**config.mk**
```make
export PLATFORM = sky130hd
export DESIGN_NAME = sacts_tag_ram
export DESIGN_NICKNAME = d
export VERILOG_FILES = /design/src/rtl/sacts_pkg.sv /design/src/rtl/sacts_tag_ram.sv
export SDC_FILE = /design/constraint.sdc
export NUM_CORES = 2
export LEC_CHECK = 0
export ABC_CLOCK_PERIOD_IN_PS = 3000
export BUFFER_PORTS_ARGS = -buffer_cell sky130_fd_sc_hd__buf_2
export CAP_MARGIN = 20
export CORE_MARGIN = 3
export CORE_UTILIZATION = 40
export CTS_CLUSTER_DIAMETER = 120
export DETAILED_ROUTE_END_ITERATION = 10
export HOLD_SLACK_MARGIN = 0.02
export PLACE_DENSITY = 0.63
export SLEW_MARGIN = 5
export SYNTH_ARGS = -nofsm -noshare
export SYNTH_HDL_FRONTEND = slang
export SYNTH_SLANG_ARGS = --single-unit
```
**constraint.sdc**
```tcl
create_clock -name clk -period 3 [get_ports clk]
set_clock_uncertainty 0.05 [all_clocks]
set_input_delay 0.3 -clock clk [delete_from_list [all_inputs] [get_ports clk]]
set_output_delay 0.3 -clock clk [all_outputs]
set_load 0.1 [all_outputs]
```
**src/rtl/sacts_pkg.sv**
```systemverilog
`timescale 1ns / 1ps
// ----------------------------------------------------------------------------
// sacts_pkg: shared types and constants of the cache tag store
// Word layouts, config register codes, saturation bounds, default sizes.
// ----------------------------------------------------------------------------
package sacts_pkg;

  localparam int SETS_DEFAULT = 256;
  localparam int WAYS_DEFAULT = 4;

  localparam int ADDR_W    = 32;
  localparam int TAG_W     = 30;
  localparam int STAMP_W   = 32;
  localparam int CFG_W     = 4;
  localparam int CFG_IDX_W = 2;
  localparam int WAY_OUT_W = 2;

  localparam logic [CFG_W-1:0] OFFSET_MIN = 4'd2;
  localparam logic [CFG_W-1:0] OFFSET_MAX = 4'd12;

  typedef enum logic [CFG_IDX_W-1:0] {
    CFG_LOG2_SETS  = 2'd0,
    CFG_LOG2_BLOCK = 2'd1,
    CFG_LRU_MODE   = 2'd2
  } cfg_reg_t;

  typedef enum logic [1:0] {
    ST_CLEAR = 2'b01,
    ST_RUN   = 2'b10
  } state_t;

  typedef struct packed {
    logic [ADDR_W-1:0] address;
    logic              fill_on_miss;
  } access_word_t;

  typedef struct packed {
    logic                 hit;
    logic [WAY_OUT_W-1:0] way;
    logic                 filled;
    logic                 replaced_valid;
  } result_word_t;

  // Effective (saturated) configuration
  typedef struct packed {
    logic [CFG_W-1:0] set_bits;
    logic [CFG_W-1:0] offset_bits;
    logic             lru_mode;
  } cfg_t;

  typedef struct packed {
    result_word_t result;
    logic         wr_en;
  } lookup_t;

endpackage

```
**src/rtl/sacts_tag_ram.sv**
```systemverilog
`timescale 1ns / 1ps
// ----------------------------------------------------------------------------
// sacts_tag_ram: set row memory
// One row per set, one write port, one registered read port.
// ----------------------------------------------------------------------------
module sacts_tag_ram #(
  parameter int DEPTH = sacts_pkg::SETS_DEFAULT,
  parameter int ROW_W = 8,
  parameter int IDX_W = 8
) (
  input  logic             clk,
  input  logic             we,
  input  logic [IDX_W-1:0] waddr,
  input  logic [ROW_W-1:0] wdata,
  input  logic             re,
  input  logic [IDX_W-1:0] raddr,
  output logic [ROW_W-1:0] rdata
);

  logic [ROW_W-1:0] mem [DEPTH];

  always_ff @(posedge clk) begin
    if (we) begin
      mem[waddr] <= wdata;
    end
  end

  always_ff @(posedge clk) begin
    if (re) begin
      rdata <= mem[raddr];
    end
  end

endmodule

```
==> results.json <==
{
  "grt_pass1_wl_um": 292000,
  "start_kind": "register",
  "syn_avg_cell_area_um2": 21.3,
  "fillers": 16185,
  "finalNonFillerCells": 7126,
  "worst_pin_slew_ns": 0.985,
  "required_ns": 3.52,
  "syn_nets": 3760,
  "seq_area_frac_synth_pct": 77.5,
  "rows": 163,
  "clockBufferDepth": 3,
  "dp.cells": 6755,
  "vias": 40515,
  "synth_edf_count": 2056,
  "clk_latency_ns": 0.83,
  "rsz0062_at_grt": "no",
  "period_minus_slack_ns": 2.86,
  "power_density_nw_per_um2": 632,
  "htreeDepth": 4,
  "max_slew_margin_pct": 34.4,
  "utilization_pct": 47.1,
  "globalRouteOverflowTotal": 0,
  "post-place-ws_ns": -0.647,
  "finalMaxSlewViolations": 0,
  "path_delay_family": "multiplexers",
  "crit_chain": "mux4_2 > mux4_2 > nor2b_1 > nor4_2 > buf_4 > nor4_2",
  "cp_num_buf_inv": 1,
  "clk_pin_slew_ns": 0.06,
  "ys_async_sr_fraction_pct": 0,
  "syn_inst": 3733,
  "fp.dieW_um": 452,
  "crit_fanout": 1,
  "cts_tree": "built",
  "die_y_um": 452,
  "max_freq_mhz": 349,
  "antenna_found_initial": 6,
  "core_um2": 198000,
  "cpPeakStageDelay_ns": 0.68,
  "port_buffers": 34,
  "synth_warnings": 0,
  "end_kind": "register",
  "drc": 0,
  "cp.arrival_ns": 3.38,
  "fin_crit_sh_pct": 95.4,
  "firstDrtPassIters": 5,
  "root_buffer": "clkbuf_16",
  "cts_buffers": 199,
  "yosys.cell_types.count": 54,
  "ys.flop_type": "edfxtp_1",
  "finalSetupViolCount": 0,
  "ios": 35,
  "clkSinkCount": 2056,
  "drt_iter0_markers": 5053,
  "status": "completed",
  "nets": 4352,
  "area_delta_synth_final_pct": 17.0,
  "synth_seq_cells": 2056,
  "placed_area_um2": 86900,
  "grt_pass1_vias": 41091,
  "grt_max_degree": 119,
  "routedWlPerCell_um": 28.1,
  "globalplace.congestion": 0.843,
  "netlist_area_um2": 79600,
  "fin_ws_ns": 0.139,
  "antenna_left": 0,
  "start_util_pct": 40.3,
  "crit_type": "reg -> reg",
  "drv_cap": 0,
  "slowest_stage": "nor4_2",
  "grt_usage_pct": 19.6,
  "fin_area_um2": 93200,
  "peakVddDrop_uv": 492,
  "wl_um": 201000,
  "min_path_type": "in -> reg",
  "avgViaCountPerCell": 5.69,
  "drive_gt1_share_pct": 30.3,
  "dieArea_um2": 204000,
  "dp_hpwl_um": 127000,
  "p_leak_nw": 29.7,
  "hold_viol_final": 0
}
==> layer usage <==
layer / GRT usage (%) / share of wire [%] / wire, µm / vias up
li1: - / - / - / 16890
met1: 27.6 / 41 / 81500 / 21467
met2: 31.3 / 48 / 96500 / 1822
met3: 3.35 / 7.9 / 15900 / 336
met4: 6.49 / 3.4 / 6730 / 0
met5: 0 / 0 / 0 / -
==> logic make-up after synthesis <==
| group | share of synthesized area, % |
|---|---|
| AOI/OAI and AO/OA | 3.42 |
| buffers and inverters | 1.83 |
| DFF | 77.5 |
| muxes | 14.6 |
| and+or+nand+nor | 2.63 |
==> sequential cells by signal (all words and copies together), names as in the netlist <==
name and cells:
rdata 8, mem 2048
==> where the power goes <==
| group | switching (mW) | leakage, nW | internal (mW) | total, mW |
|---|---|---|---|---|
| logic | 2.01 | 8.22 | 1.23 | 3.24 |
| registers | 0.0473 | 18.5 | 31.7 | 31.7 |
| clock network | 10.6 | 3.00 | 13.3 | 23.9 |
==> cells in the final DEF, fill, tap and decap left out, types with 23 or more instances in the layout <==
| cell type | count |
|---|---|
| mux2i_1 | 134 |
| mux4_2 | 454 |
| clkbuf_16 | 200 |
| nand3_1 | 34 |
| nor2b_1 | 28 |
| buf_12 | 59 |
| edfxtp_1 | 2056 |
| a22oi_1 | 133 |
| buf_4 | 524 |
| a21oi_1 | 96 |
| nor2_1 | 279 |
| clkinv_1 | 46 |
| clkinv_2 | 35 |
| nor4_1 | 23 |
| o221ai_1 | 46 |
| o22ai_1 | 28 |
| clkbuf_1 | 46 |
| nand2_1 | 33 |
==> Yosys cell counts, types with 3 or more instances <==
library cell / number / area, µm²
edfxtp_1: 2056 / 61700
mux4_2: 454 / 10200
nor2_1: 282 / 1060
mux2i_1: 134 / 1340
a22oi_1: 133 / 998
clkbuf_1: 111 / 417
a21oi_1: 96 / 480
o221ai_1: 46 / 403
nand3_1: 34 / 170
nand2_1: 33 / 124
buf_2: 31 / 155
nor2b_1: 31 / 194
o22ai_1: 28 / 175
buf_4: 27 / 203
nor4_1: 24 / 150
buf_1: 22 / 82.6
nor3_1: 22 / 110
buf_6: 21 / 236
a211oi_1: 16 / 120
a221oi_1: 13 / 114
buf_8: 13 / 195
nand4_1: 10 / 62.6
o211ai_1: 10 / 75.1
o21ai_0: 10 / 50.1
a22o_1: 8 / 70.1
buf_12: 8 / 160
nand2b_1: 8 / 50.1
and2_1: 6 / 37.5
o22a_1: 5 / 43.8
o32ai_1: 4 / 35.0
or2_2: 4 / 25.0
nor4_2: 3 / 37.5
==> worst paths after layout <==
kind	startpoint	endpoint	slack, ns	cells after the start
setup / recovery	mem[84][2]	rdata[2]	0.14	6
hold / removal	waddr[2]	mem[173][2]	0.15	4
setup reg to reg	mem[84][2]	rdata[2]	0.14	6
hold reg to reg	mem[32][5]	rdata[5]	1.08	7
==> worst reg2reg max path, cell delays in order (launching register included) <==
cell      delay, ns
edfxtp_1       0.37
mux4_2         0.47
mux4_2         0.55
nor2b_1        0.18
nor4_2         0.68
buf_4          0.26
nor4_2         0.05
==> per-stage QoR <==
stage	setup TNS [ns]	hold slack, ns	total power [mW]
2_1_floorplan	0	0.349	33.9
3_3_place_gp	-2.03	0.670	35.6
3_5_place_dp	-2.16	0.682	35.6
4_1_cts	0	0.0837	59.3
5_1_grt	0	0.136	60.7
6_report	0	0.150	58.9
==> layout make-up <==
type | instances | area, µm² | area share [%]
multi-input cells | 1442 | 16500 | 17.7
inverters | 2 | 7.51 | 0.00806
diodes | 1 | 2.50 | 0.00269
clock inverters | 115 | 991 | 1.06
well taps | 2640 | 3300 | 3.55
flip-flops and latches | 2056 | 61700 | 66.3
clock buffers | 246 | 5180 | 5.56
repair buffers | 624 | 5470 | 5.87
==> repair_timing <==
item | in CTS | in global routing
setup buffers | 0 | 0
endpoints found under the hold margin | 453 | 0
setup endpoints to repair | 1 | 0
hold buffers | 9 | 0
gates resized for setup | 1 | 0
(Power assumes the default switching activity.)
