===== config.mk =====
export PLATFORM = sky130hd
export DESIGN_NAME = sacts_cfg
export DESIGN_NICKNAME = d
export VERILOG_FILES = /design/src/rtl/sacts_pkg.sv /design/src/rtl/sacts_cfg.sv
export SDC_FILE = /design/constraint.sdc
export NUM_CORES = 1
export LEC_CHECK = 0
export ABC_AREA = 1
export BUFFER_PORTS_ARGS = -buffer_cell sky130_fd_sc_hd__buf_4
export CORE_AREA = 4 4 41 43
export CTS_CLUSTER_DIAMETER = 60
export DETAILED_ROUTE_END_ITERATION = 7
export DIE_AREA = 0 0 45 47
export PLACE_DENSITY_LB_ADDON = 0.12
export RECOVER_POWER = 100
export SLEW_MARGIN = 20
export SYNTH_ARGS = -nofsm -noshare
export SYNTH_HDL_FRONTEND = slang
export SYNTH_SLANG_ARGS = --single-unit

===== constraint.sdc =====
create_clock -name clk -period 0.95 [get_ports clk]
set_clock_uncertainty 0.05 [all_clocks]
set_input_delay 0.19 -clock clk [delete_from_list [all_inputs] [get_ports clk]]
set_output_delay 0.19 -clock clk [all_outputs]
set_load 0.02 [all_outputs]

===== src/rtl/sacts_pkg.sv =====
`timescale 1ns / 1ps
// ----------------------------------------------------------------------------
// sacts_pkg: shared types and constants of the cache tag store
// Word layouts, config register codes, saturation bounds, default sizes.
// ----------------------------------------------------------------------------
package sacts_pkg;

  localparam int SETS_DEFAULT = 256;
  localparam int WAYS_DEFAULT = 4;

  localparam int ADDR_W    = 32;
  localparam int TAG_W     = 30;
  localparam int STAMP_W   = 32;
  localparam int CFG_W     = 4;
  localparam int CFG_IDX_W = 2;
  localparam int WAY_OUT_W = 2;

  localparam logic [CFG_W-1:0] OFFSET_MIN = 4'd2;
  localparam logic [CFG_W-1:0] OFFSET_MAX = 4'd12;

  typedef enum logic [CFG_IDX_W-1:0] {
    CFG_LOG2_SETS  = 2'd0,
    CFG_LOG2_BLOCK = 2'd1,
    CFG_LRU_MODE   = 2'd2
  } cfg_reg_t;

  typedef enum logic [1:0] {
    ST_CLEAR = 2'b01,
    ST_RUN   = 2'b10
  } state_t;

  typedef struct packed {
    logic [ADDR_W-1:0] address;
    logic              fill_on_miss;
  } access_word_t;

  typedef struct packed {
    logic                 hit;
    logic [WAY_OUT_W-1:0] way;
    logic                 filled;
    logic                 replaced_valid;
  } result_word_t;

  // Effective (saturated) configuration
  typedef struct packed {
    logic [CFG_W-1:0] set_bits;
    logic [CFG_W-1:0] offset_bits;
    logic             lru_mode;
  } cfg_t;

  typedef struct packed {
    result_word_t result;
    logic         wr_en;
  } lookup_t;

endpackage


===== src/rtl/sacts_cfg.sv =====
`timescale 1ns / 1ps
// ----------------------------------------------------------------------------
// sacts_cfg: configuration registers
// Holds the three config registers and presents their saturated values.
// ----------------------------------------------------------------------------
module sacts_cfg #(
  parameter int SETS = sacts_pkg::SETS_DEFAULT
) (
  input  logic                            clk,
  input  logic                            rst,
  input  logic                            cfg_we,
  input  logic [sacts_pkg::CFG_IDX_W-1:0] cfg_index,
  input  logic [sacts_pkg::CFG_W-1:0]     cfg_data,
  output sacts_pkg::cfg_t                 cfg
);

  // floor(log2(SETS))
  localparam int SET_BITS_MAX = $clog2(SETS + 1) - 1;
  localparam logic [sacts_pkg::CFG_W-1:0] SET_BITS_LIM = sacts_pkg::CFG_W'(SET_BITS_MAX);

  logic [sacts_pkg::CFG_W-1:0] log2_sets;
  logic [sacts_pkg::CFG_W-1:0] log2_block_bytes;
  logic                        lru_mode;

  always_ff @(posedge clk) begin
    if (rst) begin
      log2_sets        <= '0;
      log2_block_bytes <= sacts_pkg::OFFSET_MIN;
      lru_mode         <= 1'b1;
    end else if (cfg_we) begin
      unique case (sacts_pkg::cfg_reg_t'(cfg_index))
        sacts_pkg::CFG_LOG2_SETS:  log2_sets        <= cfg_data;
        sacts_pkg::CFG_LOG2_BLOCK: log2_block_bytes <= cfg_data;
        sacts_pkg::CFG_LRU_MODE:   lru_mode         <= cfg_data[0];
        default: ;
      endcase
    end
  end

  always_comb begin
    cfg.set_bits = (log2_sets > SET_BITS_LIM) ? SET_BITS_LIM : log2_sets;
    if (log2_block_bytes < sacts_pkg::OFFSET_MIN) begin
      cfg.offset_bits = sacts_pkg::OFFSET_MIN;
    end else if (log2_block_bytes > sacts_pkg::OFFSET_MAX) begin
      cfg.offset_bits = sacts_pkg::OFFSET_MAX;
    end else begin
      cfg.offset_bits = log2_block_bytes;
    end
    cfg.lru_mode = lru_mode;
  end

endmodule


==> summary.txt <==
Tot Pwr: 0.927 mW
CP Class: flip-flop to output port
worst slew pin tran: 301 ps
CTS Buf Count: 3
register share of total power: 0.450
Die ar.: 2120 µm²
run status: finished, violations left
core area: 1300 µm²
Clk pin slew, worst setup/hold paths: 60 ps
combinational share of power: 0.236
multiplexer share of the synthesized area: 0
Clock Latency Late Sink: 250 ps
PortBufs: 17
sequential fraction of the synthesis area: 0.375
DR iter-0 viols: 9
Netlist cell types: 15
vias in the first global route: 411
crit end category: output port
post-route cell area: 741 µm²
Pint: 0.668 mW
GRT met2 Usage: 0.141
largest family of logic cells by synthesized area: simple AND/OR/NAND/NOR gates
Final Max Slew Viols: 0
Sw Ratio: 0.279
via count: 500
reg2reg setup slack: -80 ps
GR peak layer: met1
RePlAce Congestion: 0.700
largest net degree at the start of global routing: 13
complex-gate fraction of the synthesized area: 0.0521
Area Overhead vs Synth: 54.2%
# clock sinks: 9
post-synthesis adder-cell area fraction: 0
Yosys warning count: 0
commonest non-fill, non-tap cell in the layout: buf_4
flops & latches, synth: 9
Routed Antenna Nets: 0
Chip Height: 47 µm
Worst setup SP type: flip-flop
max-cap violations: 0
Hold Buf Count CTS: 0
io pins: 18
Diodes inserted: 0
CTS tree: built
Hold Fails Final Rpt: 0
Area contributors post-synth: dfxtp_1 38%, nand2_1 12%, nor2_1 10%
Routed wire per std cell: 9.21 µm
CP max FO: 3
relative slew slack: 0.799
vias per cell: 4.46
Max Clk Rate: 0.832 GHz
HP Class: input port to flip-flop
clk root buf: clkbuf_4
WP data required: 710 ps
RSZ-0062 raised after global routing: true
Hold Path End: log2_block_bytes[3]
Synth Area in XOR/XNOR: 0
post-synthesis simple-gate area fraction: 0.417
Yosys top cell by area: dfxtp_1
std cell rows: 13
failing checks: negative setup slack
Fill cells: 134
Initial Utilization: 0.369
drt drc: 0
P per Cell Area: 1250 nW/µm²
first-pass GRT wire length: 1640 µm
crit path DAT: 960 ps
switching power: 0.259 mW
hold path cells: 3
initial antenna violation count: 0
Netlist Area Pre-Place: 480 µm²
most frequent cells in the layout: 15 x buf_4, 14 x nand2_1, 8 x inv_1, 8 x nor2_1, 8 x buf_6
met3 GRT Util: 0.0230
routing usage on met1: 0.152
worst-case reg-to-reg path depth: 7
H-tree depth: 1
overall routing resource usage: 0.109
GRT overflow: 0
r2r startpoint: log2_block_bytes[3]
layout cell share with drive strength beyond 1: 0.485
leakage power: 0.368 nW
worst r2r dst: log2_block_bytes[3]
Tcrit/Tclk final: 1.27
drt total wl: 1030 µm
syn_nets: 83
first drt pass iteration count: 2
Placed Area: 626 µm²
Worst VDD drop: 0.934 mV
Final WS setup: -252 ps
final setup vio count: 10
Synth top area share: 0.375
Net count, final: 107
deepest clock path buffer count: 2
synthesized area per cell: 6.49 µm²
Mapped Cells: 74
clock share of power: 0.314
worst hold start: cfg_data[3]
die width: 45 µm
clock period minus worst slack: 1200 ps
==> area by class of cell <==
| class | instances | area, µm² | share of cell area |
|---|---|---|---|
| tap | 15 | 18.8 | 0.0253 |
| clock buffer | 4 | 26.3 | 0.0355 |
| timing repair buffer | 24 | 206 | 0.279 |
| sequential | 9 | 190 | 0.257 |
| inverter | 13 | 48.8 | 0.0659 |
| multi-input combinational | 47 | 250 | 0.338 |
==> logic make-up after synthesis <==
kind of cell	count (synthesis)
flip-flops	9
AND/OR/NAND/NOR	42
buffers and inverters	18
AO/OA/AOI/OAI	5
==> per-stage QoR <==
step	std cells	TNS [ps]	util	hold WS (ps)	worst slack (ps)
2_1_floorplan	74	-47.0	-	275	-47.0
3_3_place_gp	104	-11.4	0.481	393	-11.4
3_5_place_dp	104	-36.6	0.481	390	-36.6
4_1_cts	110	-1300	0.541	119	-267
5_1_grt	112	-1700	0.569	124	-310
6_report	112	-1300	0.569	124	-252
==> state kept, by name, indices dropped and copies added, names as in the netlist <==
| register | cells |
|---|---|
| log2_sets | 4 |
| log2_block_bytes | 4 |
| lru_mode | 1 |
==> worst max-delay path, stage by stage (launching register included) <==
cell and delay (ps):
dfxtp_2 330, inv_2 60, nand2_2 60, o21ai_1 110, buf_4 150
==> Yosys cell counts <==
library cell  instances
a21oi_1               4
buf_4                 2
clkbuf_1              3
clkinv_1              1
dfxtp_1               9
inv_1                12
nand2_1              15
nand2_2               1
nand3_1               7
nand3_4               1
nand4_1               2
nor2_1               13
nor2_2                2
nor2_4                1
o21ai_0               1
==> worst max path at each step <==
stage	end	slack (ps)	startpoint	depth (start not counted)
3_3_place_gp	cfg[1]	-10	log2_block_bytes[2]	5
3_5_place_dp	cfg[1]	-40	log2_block_bytes[2]	5
5_1_grt	cfg[2]	-310	log2_block_bytes[2]	4
2_1_floorplan	cfg[2]	-50	log2_block_bytes[3]	3
6_report	cfg[2]	-250	log2_block_bytes[3]	4
4_1_cts	cfg[1]	-270	log2_block_bytes[2]	5
==> timing repair <==
action                     in CTS  in global routing
buffers inserted                2                  2
setup endpoints to repair       9                  9
gates resized for setup        18                 10
cloned                          0                  0
pin swaps                       2                  3
==> power by group through the flow <==
stage / combinational, mW / sequential, mW / clock [mW]
2_1_floorplan: 0.111 / 0.416 / 0
3_3_place_gp: 0.187 / 0.418 / 0
3_5_place_dp: 0.187 / 0.419 / 0
4_1_cts: 0.205 / 0.414 / 0.307
5_1_grt: 0.243 / 0.419 / 0.325
6_report: 0.219 / 0.417 / 0.291
==> layer usage <==
layer  vias up  wire length (µm)
li1        270                 -
met1       214               485
met2        12               446
met3         4                80
met4         0                19
met5         -                 0
Power figures use the tool's default switching activity.
