[config.mk]
export PLATFORM = sky130hd
export DESIGN_NAME = sacts_way_select
export DESIGN_NICKNAME = d
export VERILOG_FILES = /design/src/rtl/sacts_pkg.sv /design/src/rtl/sacts_way_select.sv
export SDC_FILE = /design/constraint.sdc
export NUM_CORES = 1
export LEC_CHECK = 0
export BUFFER_PORTS_ARGS = -buffer_cell sky130_fd_sc_hd__buf_4
export CAP_MARGIN = 30
export CORE_AREA = 2 2 221 223
export DETAILED_ROUTE_END_ITERATION = 7
export DIE_AREA = 0 0 223 225
export PLACE_DENSITY_LB_ADDON = 0.15
export SLEW_MARGIN = 20
export SYNTH_ARGS = -nofsm -noshare
export SYNTH_HDL_FRONTEND = slang
export SYNTH_SLANG_ARGS = --single-unit
[constraint.sdc]
create_clock -name vclk -period 14.65
set_clock_uncertainty 0.2 [all_clocks]
set_input_delay 2.1975 -clock vclk [all_inputs]
set_output_delay 2.1975 -clock vclk [all_outputs]
set_load 0.01 [all_outputs]
[src/rtl/sacts_pkg.sv]
`timescale 1ns / 1ps
// ----------------------------------------------------------------------------
// sacts_pkg: shared types and constants of the cache tag store
// Word layouts, config register codes, saturation bounds, default sizes.
// ----------------------------------------------------------------------------
package sacts_pkg;

  localparam int SETS_DEFAULT = 256;
  localparam int WAYS_DEFAULT = 4;

  localparam int ADDR_W    = 32;
  localparam int TAG_W     = 30;
  localparam int STAMP_W   = 32;
  localparam int CFG_W     = 4;
  localparam int CFG_IDX_W = 2;
  localparam int WAY_OUT_W = 2;

  localparam logic [CFG_W-1:0] OFFSET_MIN = 4'd2;
  localparam logic [CFG_W-1:0] OFFSET_MAX = 4'd12;

  typedef enum logic [CFG_IDX_W-1:0] {
    CFG_LOG2_SETS  = 2'd0,
    CFG_LOG2_BLOCK = 2'd1,
    CFG_LRU_MODE   = 2'd2
  } cfg_reg_t;

  typedef enum logic [1:0] {
    ST_CLEAR = 2'b01,
    ST_RUN   = 2'b10
  } state_t;

  typedef struct packed {
    logic [ADDR_W-1:0] address;
    logic              fill_on_miss;
  } access_word_t;

  typedef struct packed {
    logic                 hit;
    logic [WAY_OUT_W-1:0] way;
    logic                 filled;
    logic                 replaced_valid;
  } result_word_t;

  // Effective (saturated) configuration
  typedef struct packed {
    logic [CFG_W-1:0] set_bits;
    logic [CFG_W-1:0] offset_bits;
    logic             lru_mode;
  } cfg_t;

  typedef struct packed {
    result_word_t result;
    logic         wr_en;
  } lookup_t;

endpackage

[src/rtl/sacts_way_select.sv]
`timescale 1ns / 1ps
// ----------------------------------------------------------------------------
// sacts_way_select: tag compare and victim choice
// Parallel tag compare, lowest invalid way, oldest-stamp tree, row update.
// ----------------------------------------------------------------------------
module sacts_way_select #(
  parameter int WAYS = sacts_pkg::WAYS_DEFAULT
) (
  input  logic                                       lru_mode,
  input  logic                                       fill,
  input  logic [sacts_pkg::TAG_W-1:0]                tag,
  input  logic [sacts_pkg::STAMP_W-1:0]              stamp,
  input  logic [WAYS-1:0]                            row_valid,
  input  logic [WAYS-1:0][sacts_pkg::TAG_W-1:0]      row_tag,
  input  logic [WAYS-1:0][sacts_pkg::STAMP_W-1:0]    row_stamp,
  output sacts_pkg::lookup_t                         lookup,
  output logic [WAYS-1:0]                            new_valid,
  output logic [WAYS-1:0][sacts_pkg::TAG_W-1:0]      new_tag,
  output logic [WAYS-1:0][sacts_pkg::STAMP_W-1:0]    new_stamp
);

  localparam int WAY_W  = (WAYS > 1) ? $clog2(WAYS) : 1;
  localparam int LEVELS = (WAYS > 1) ? $clog2(WAYS) : 0;
  localparam int LEAVES = 1 << LEVELS;

  logic [WAYS-1:0]  match;
  logic             hit;
  logic             all_valid;
  logic             filled;
  logic [WAY_W-1:0] hit_way;
  logic [WAY_W-1:0] inv_way;
  logic [WAY_W-1:0] victim;
  logic [WAY_W-1:0] sel_way;

  logic [sacts_pkg::STAMP_W-1:0] nd_stamp [LEVELS+1][LEAVES];
  logic [WAY_W-1:0]              nd_idx   [LEVELS+1][LEAVES];
  logic                          nd_en    [LEVELS+1][LEAVES];

  // compare and priority picks, lowest way wins
  always_comb begin
    hit_way = '0;
    inv_way = '0;
    for (int w = 0; w < WAYS; w++) begin
      match[w] = row_valid[w] && (row_tag[w] == tag);
    end
    for (int w = WAYS - 1; w >= 0; w--) begin
      if (match[w]) begin
        hit_way = WAY_W'(w);
      end
      if (!row_valid[w]) begin
        inv_way = WAY_W'(w);
      end
    end
    hit       = |match;
    all_valid = &row_valid;
  end

  // min-stamp tree; right child only wins when strictly smaller
  always_comb begin
    for (int l = 0; l <= LEVELS; l++) begin
      for (int j = 0; j < LEAVES; j++) begin
        nd_stamp[l][j] = '0;
        nd_idx[l][j]   = '0;
        nd_en[l][j]    = 1'b0;
      end
    end
    for (int i = 0; i < LEAVES; i++) begin
      if (i < WAYS) begin
        nd_stamp[0][i] = row_stamp[i];
        nd_idx[0][i]   = WAY_W'(i);
        nd_en[0][i]    = 1'b1;
      end
    end
    for (int l = 1; l <= LEVELS; l++) begin
      for (int j = 0; j < LEAVES / 2; j++) begin
        if (j < (LEAVES >> l)) begin
          if (nd_en[l-1][2*j+1] &&
              (!nd_en[l-1][2*j] || (nd_stamp[l-1][2*j+1] < nd_stamp[l-1][2*j]))) begin
            nd_stamp[l][j] = nd_stamp[l-1][2*j+1];
            nd_idx[l][j]   = nd_idx[l-1][2*j+1];
            nd_en[l][j]    = 1'b1;
          end else begin
            nd_stamp[l][j] = nd_stamp[l-1][2*j];
            nd_idx[l][j]   = nd_idx[l-1][2*j];
            nd_en[l][j]    = nd_en[l-1][2*j];
          end
        end
      end
    end
    victim = nd_idx[LEVELS][0];
  end

  always_comb begin
    filled  = !hit && fill;
    sel_way = hit ? hit_way : (all_valid ? victim : inv_way);

    new_valid = row_valid;
    new_tag   = row_tag;
    new_stamp = row_stamp;
    if (filled) begin
      new_valid[sel_way] = 1'b1;
      new_tag[sel_way]   = tag;
      new_stamp[sel_way] = stamp;
    end else if (hit && lru_mode) begin
      new_stamp[sel_way] = stamp;
    end

    lookup.result.hit            = hit;
    lookup.result.way            = (hit || filled) ? sacts_pkg::WAY_OUT_W'(sel_way) : '0;
    lookup.result.filled         = filled;
    lookup.result.replaced_valid = filled && all_valid;
    lookup.wr_en                 = filled || (hit && lru_mode);
  end

endmodule

==> results of run 1 <==
==> where the power goes <==
group          switching [mW]    total (mW)  internal (mW)
clock                       0  0.0000000276   0.0000000276
combinational           0.294         0.580          0.286
sequential                  0             0              0
total                   0.294         0.580          0.286
==> Yosys cell counts (4+ instances only) <==
cell type / count / area, um2
or4_1: 8 / 60.1
nand4_1: 62 / 388
buf_2: 37 / 185
nor3b_1: 5 / 37.5
inv_1: 74 / 278
nor4_1: 13 / 81.3
and2_1: 5 / 31.3
mux2i_1: 31 / 310
mux2_2: 187 / 2110
o21ai_0: 52 / 260
mux2_4: 30 / 450
or2_2: 4 / 25.0
nand2_1: 62 / 233
mux2_1: 31 / 349
o21a_1: 4 / 30.0
nand3_1: 15 / 75.1
buf_6: 5 / 56.3
clkbuf_1: 13 / 48.8
a21o_1: 6 / 45.0
buf_4: 12 / 90.1
nor2_1: 8 / 30.0
and4_1: 9 / 78.8
ha_1: 93 / 1160
a211oi_1: 5 / 37.5
xor2_1: 16 / 140
xnor2_1: 103 / 902
nor3_1: 8 / 40.0
a21oi_1: 31 / 155
nand2b_1: 4 / 25.0
==> cell type report <==
class / instances / area share, %
Antenna cell: 3 / 0.0575
Timing Repair Buffer: 585 / 33.8
Multi-Input combinational cell: 844 / 58.1
Tap cell: 615 / 5.90
Inverter: 75 / 2.16
==> worst max path at each step <==
stage	startpoint	endpoint	slack, ns
after global routing	row_stamp[89]	new_tag[45]	3.16
after CTS	row_stamp[71]	new_tag[50]	3.60
after detailed placement	row_stamp[71]	new_tag[50]	3.63
after floorplan	row_stamp[89]	new_tag[18]	5.07
final	row_stamp[89]	new_stamp[87]	3.74
after global placement	row_stamp[71]	new_tag[38]	3.44
==> per-stage QoR <==
| stage | worst slack [ns] | total power [mW] |
|---|---|---|
| final | 3.74 | 0.580 |
| after global routing | 3.16 | 0.628 |
| after CTS | 3.60 | 0.590 |
| after detailed placement | 3.63 | 0.587 |
| after global placement | 3.44 | 0.585 |
| after floorplan | 5.07 | 0.297 |
==> critical path: stages <==
cell and delay (ns):
buf_4 0.09, inv_1 0.05, ha_1 0.31, a21o_1 0.16, a221o_1 0.36, a221o_1 0.39, o21bai_1 0.23, a21oi_4 0.50
buf_4 0.44, o21ai_0 0.16, ha_1 0.32, a2111oi_0 0.50, o21ai_0 0.17, o21a_1 0.24, o2bb2ai_1 0.16, or2_2 0.28
a32o_1 0.24, nor3b_1 0.20, nand2_1 0.13, a21boi_4 0.38, buf_4 0.45, mux2_2 0.40, buf_4 0.15
==> metal layers <==
layer | vias up | GRT usage (%) | wire length, um
li1 | 4689 | - | -
met2 | 422 | 37.9 | 27300
met3 | 41 | 2.97 | 3110
met1 | 4527 | 21.5 | 19700
met4 | 2 | 5.22 | 1410
met5 | - | 0 | 10
==> logic make-up after synthesis <==
group / after synthesis / share of synthesized area (%)
AOI/OAI and AO/OA: 132 / 10.1
xor gates and xnor gates: 121 / 13.2
adders and majority gates: 93 / 14.3
buffers and inverters: 142 / 8.11
muxes: 279 / 39.4
and+or+nand+nor: 219 / 15.0
==> impl_metrics.env, run 1 <==
export IMPL_clkbuf_count=0
export IMPL_setup_viol=0
export IMPL_p_leak_nw=6.15
export IMPL_holdPathStages=3
export IMPL_die_x_um=223
export IMPL_first_pass_iters=7
export IMPL_syn_nets=1395
export IMPL_place_area_um2=13000
export IMPL_hold_path_end="new_tag[27]"
export IMPL_syn_to_final_growth_pct=59.8
export IMPL_num_vias=9681
export IMPL_antenna_found_initial=5
export IMPL_min_from="row_tag[27]"
export IMPL_end_kind="primary output"
export IMPL_mostFrequentLayoutCell="buf_4"
export IMPL_synth_distinct_cells=62
export IMPL_fin_crit_ns=10.91
export IMPL_max_cap_violations=0
export IMPL_detail_route_wl_per_cell_um=24.3
export IMPL_peakVddDrop_v=0.0000184
export IMPL_layout_nets=1915
export IMPL_ff_latch_area_um2=0
export IMPL_status="finished clean"
export IMPL_worst_pin_slew_ns=0.905
export IMPL_slew_viol_final=0
export IMPL_grt_pass1_vias=10200
export IMPL_synth_area_um2=8170
export IMPL_viasPerCell=4.56
export IMPL_numPortBuffers=574
export IMPL_powerDensity_nw_per_um2=44.5
export IMPL_cp_arrival_ns=8.52
export IMPL_stdcell_count=2122
export IMPL_layout_common_cells="buf_4 (582), mux2_2 (187), xnor2_1 (103)"
export IMPL_timing_hold_ws_ns=4.51
export IMPL_setup_tns_ns=0
export IMPL_routed_wl_um=51600
export IMPL_yosysWarnings=0
export IMPL_track_usage_pct=19.4
export IMPL_crit_type="input port to primary output"
export IMPL_max_slew_margin_rel_pct=38.9
export IMPL_rows=80
export IMPL_die_h_um=225
export IMPL_grt_pass1_wl_um=71500
export IMPL_postCtsSetupRepairBufs=0
export IMPL_hold_buffers=0
export IMPL_cts_resized=0
export IMPL_dp_cells=2117
export IMPL_start_util_pct=17.2
export IMPL_hpwl_um=46000
export IMPL_routabilityCongestion=0.845
export IMPL_overflow=0
export IMPL_final_util_pct=27.4
export IMPL_max_freq_mhz=91.6
export IMPL_period_share_pct=74.5
export IMPL_hold_viol=0
export IMPL_avgSynthCellArea_um2=8.28
export IMPL_fillCellCount=5241
export IMPL_multi_input_area_um2=7580
export IMPL_fin_area_um2=13000
export IMPL_synthCells=986
export IMPL_drive_gt1_share_pct=54.8
export IMPL_drt_first_iter_violations=328
export IMPL_cp_max_fo=40
export IMPL_rsz0062_at_grt="false"
export IMPL_grt_max_degree=41
export IMPL_synth_seq_area_share_pct=0
export IMPL_num_io_pins=574
export IMPL_drc=0
export IMPL_core_area_um2=47500
export IMPL_min_path_type="input port to primary output"
export IMPL_fp_dieArea_um2=50200
export IMPL_crit_required_ns=12.25
export IMPL_flops_and_latches=0
export IMPL_ant_nets=0
export IMPL_startpoint_type="input port"
(Power assumes the default switching activity.)
==> run 2, diff against run 1 <==
CORE_AREA = 2 2 222 224   (was 2 2 221 223)
DIE_AREA = 0 0 224 226   (was 0 0 223 225)
clock period = 11.08 ns   (was 14.65 ns; I/O delays follow)
==> run 2 against run 1 <==
  * Combinational power up 32%
  * Hold slack worse by 1.1 ns
  * Cell count up 0.80%
  * Global-route usage about the same
  * Non-clock buffer count up 2
  * Worst setup slack worse by 2.4 ns
  * Core utilization down 0.36 points
  * Die area up 0.89%
  * Critical path type unchanged
==> impl_metrics.env, run 2 (same netlist as run 1, synthesis figures left out) <==
export IMPL_clkbuf_count=0
export IMPL_status="finished clean"
export IMPL_cp_max_fo=41
export IMPL_num_io_pins=574
export IMPL_ff_latch_area_um2=0
export IMPL_start_util_pct=16.9
export IMPL_antenna_found_initial=11
export IMPL_p_int_mw=0.379
export IMPL_hold_viol=0
export IMPL_timing_hold_ws_ns=3.43
export IMPL_routed_wl_um=51700
export IMPL_cts_resized=0
export IMPL_switching_power_mw=0.389
export IMPL_crit_type="input port to primary output"
export IMPL_drive_gt1_share_pct=54.7
export IMPL_overflow=0
export IMPL_numPortBuffers=574
export IMPL_drc=0
export IMPL_startpoint_type="input port"
export IMPL_p_clk_share_pct=0
export IMPL_flops_and_latches=0
export IMPL_grt_pass1_vias=10300
export IMPL_grt_max_degree=42
export IMPL_layout_common_cells="buf_4 (584), mux2_2 (187), xnor2_1 (103)"
export IMPL_rows=81
export IMPL_routabilityCongestion=0.856
export IMPL_drt_first_iter_violations=263
export IMPL_p_comb_share_pct=100.0
export IMPL_postCtsSetupRepairBufs=0
export IMPL_fin_crit_ns=9.77
export IMPL_max_freq_mhz=102
export IMPL_holdPathStages=3
export IMPL_core_area_um2=48300
export IMPL_ant_nets=0
export IMPL_slowest_delay_ns=0.73
export IMPL_hold_buffers=0
export IMPL_period_share_pct=88.1
export IMPL_grt_pass1_wl_um=71300
export IMPL_min_path_type="input port to primary output"
export IMPL_slew_viol_final=0
export IMPL_p_leak_nw=6.16
export IMPL_worst_pin_slew_ns=0.908
export IMPL_setup_viol=0
export IMPL_layout_nets=1917
export IMPL_cp_common_cell="buf_4"
export IMPL_fp_dieArea_um2=50600
export IMPL_rsz0062_at_grt="false"
export IMPL_num_vias=9650
export IMPL_crit_required_ns=9.22
export IMPL_powerDensity_nw_per_um2=58.7
export IMPL_peakVddDrop_v=0.0000323
export IMPL_max_cap_violations=0
export IMPL_track_usage_pct=19.4
export IMPL_die_h_um=226
export IMPL_hpwl_um=46000
export IMPL_detail_route_wl_per_cell_um=24.2
export IMPL_mostFrequentLayoutCell="buf_4"
export IMPL_max_slew_margin_rel_pct=39.3
export IMPL_end_kind="primary output"
export IMPL_first_pass_iters=4
export IMPL_crit_chain="buf_4 -> inv_1 -> ha_1 -> a21o_1 -> a221o_1 -> a221o_1 -> o21bai_1 -> a21oi_4 -> buf_4 -> o21ai_0 -> ha_1 -> a211oi_1 -> o21ai_0 -> o21a_1 -> o2bb2ai_1 -> or2_2 -> a32o_1 -> nor3_1 -> nand2_1 -> a21boi_4 -> buf_4 -> mux2_2 -> buf_4"
export IMPL_slowest_stage="a21oi_4"
export IMPL_syn_to_final_growth_pct=60.3
export IMPL_power_frac_seq_pct=0
export IMPL_fillCellCount=5329
export IMPL_p_sw_share_pct=50.6
export IMPL_multi_input_area_um2=7580
export IMPL_viasPerCell=4.51
export IMPL_die_x_um=224
export IMPL_setup_tns_ns=0
export IMPL_cp_arrival_ns=7.90
## run 2: path summary, 6_finish.rpt
| kind | startpoint | endpoint | slack [ns] |
|---|---|---|---|
| setup / recovery | row_stamp[89] | new_stamp[24] | 1.31 |
| hold / removal | row_stamp[74] | new_stamp[74] | 3.43 |
## run 2: layer usage
metal	track usage, %	vias up	routed length (um)
met5	0	-	0
met1	19.4	4472	18300
met4	8.52	0	2210
met2	39.3	435	28300
met3	2.82	57	2790
li1	-	4686	-
## run 2: through the flow
stage	setup slack, ns	cell area, um2	instances	utilization (%)	power, mW
after floorplan	2.57	8170	986	-	0.393
after global placement	0.920	13000	2125	26.9	0.777
after detailed placement	1.21	13100	2128	27.0	0.780
after CTS	1.21	13100	2128	27.0	0.783
after global routing	0.833	13100	2139	27.1	0.835
final	1.31	13100	2139	27.1	0.768
## run 2: worst max-delay path, delay by kind of cell
| family | cells | cell delay [ns] |
|---|---|---|
| AND/OR/NAND/NOR | 3 | 0.72 |
| adder cells (fa/ha/maj) | 2 | 0.63 |
| AO/OA/AOI/OAI | 12 | 3.44 |
| buffers and inverters | 5 | 1.03 |
| multiplexers | 1 | 0.38 |
## run 2: area by class of cell
class / instances / share of cell area [%]
Multi-Input combinational cell: 844 / 57.9
Timing Repair Buffer: 587 / 33.8
Tap cell: 622 / 5.95
Inverter: 75 / 2.15
Antenna cell: 11 / 0.210
## run 2: power groups by stage
stage          Combinational [mW]  Sequential [mW]   Clock (mW)
6_report                    0.768                0  0.000000134
4_1_cts                     0.783                0            0
2_1_floorplan               0.393                0            0
5_1_grt                     0.835                0  0.000000133
3_5_place_dp                0.780                0            0
3_3_place_gp                0.777                0            0
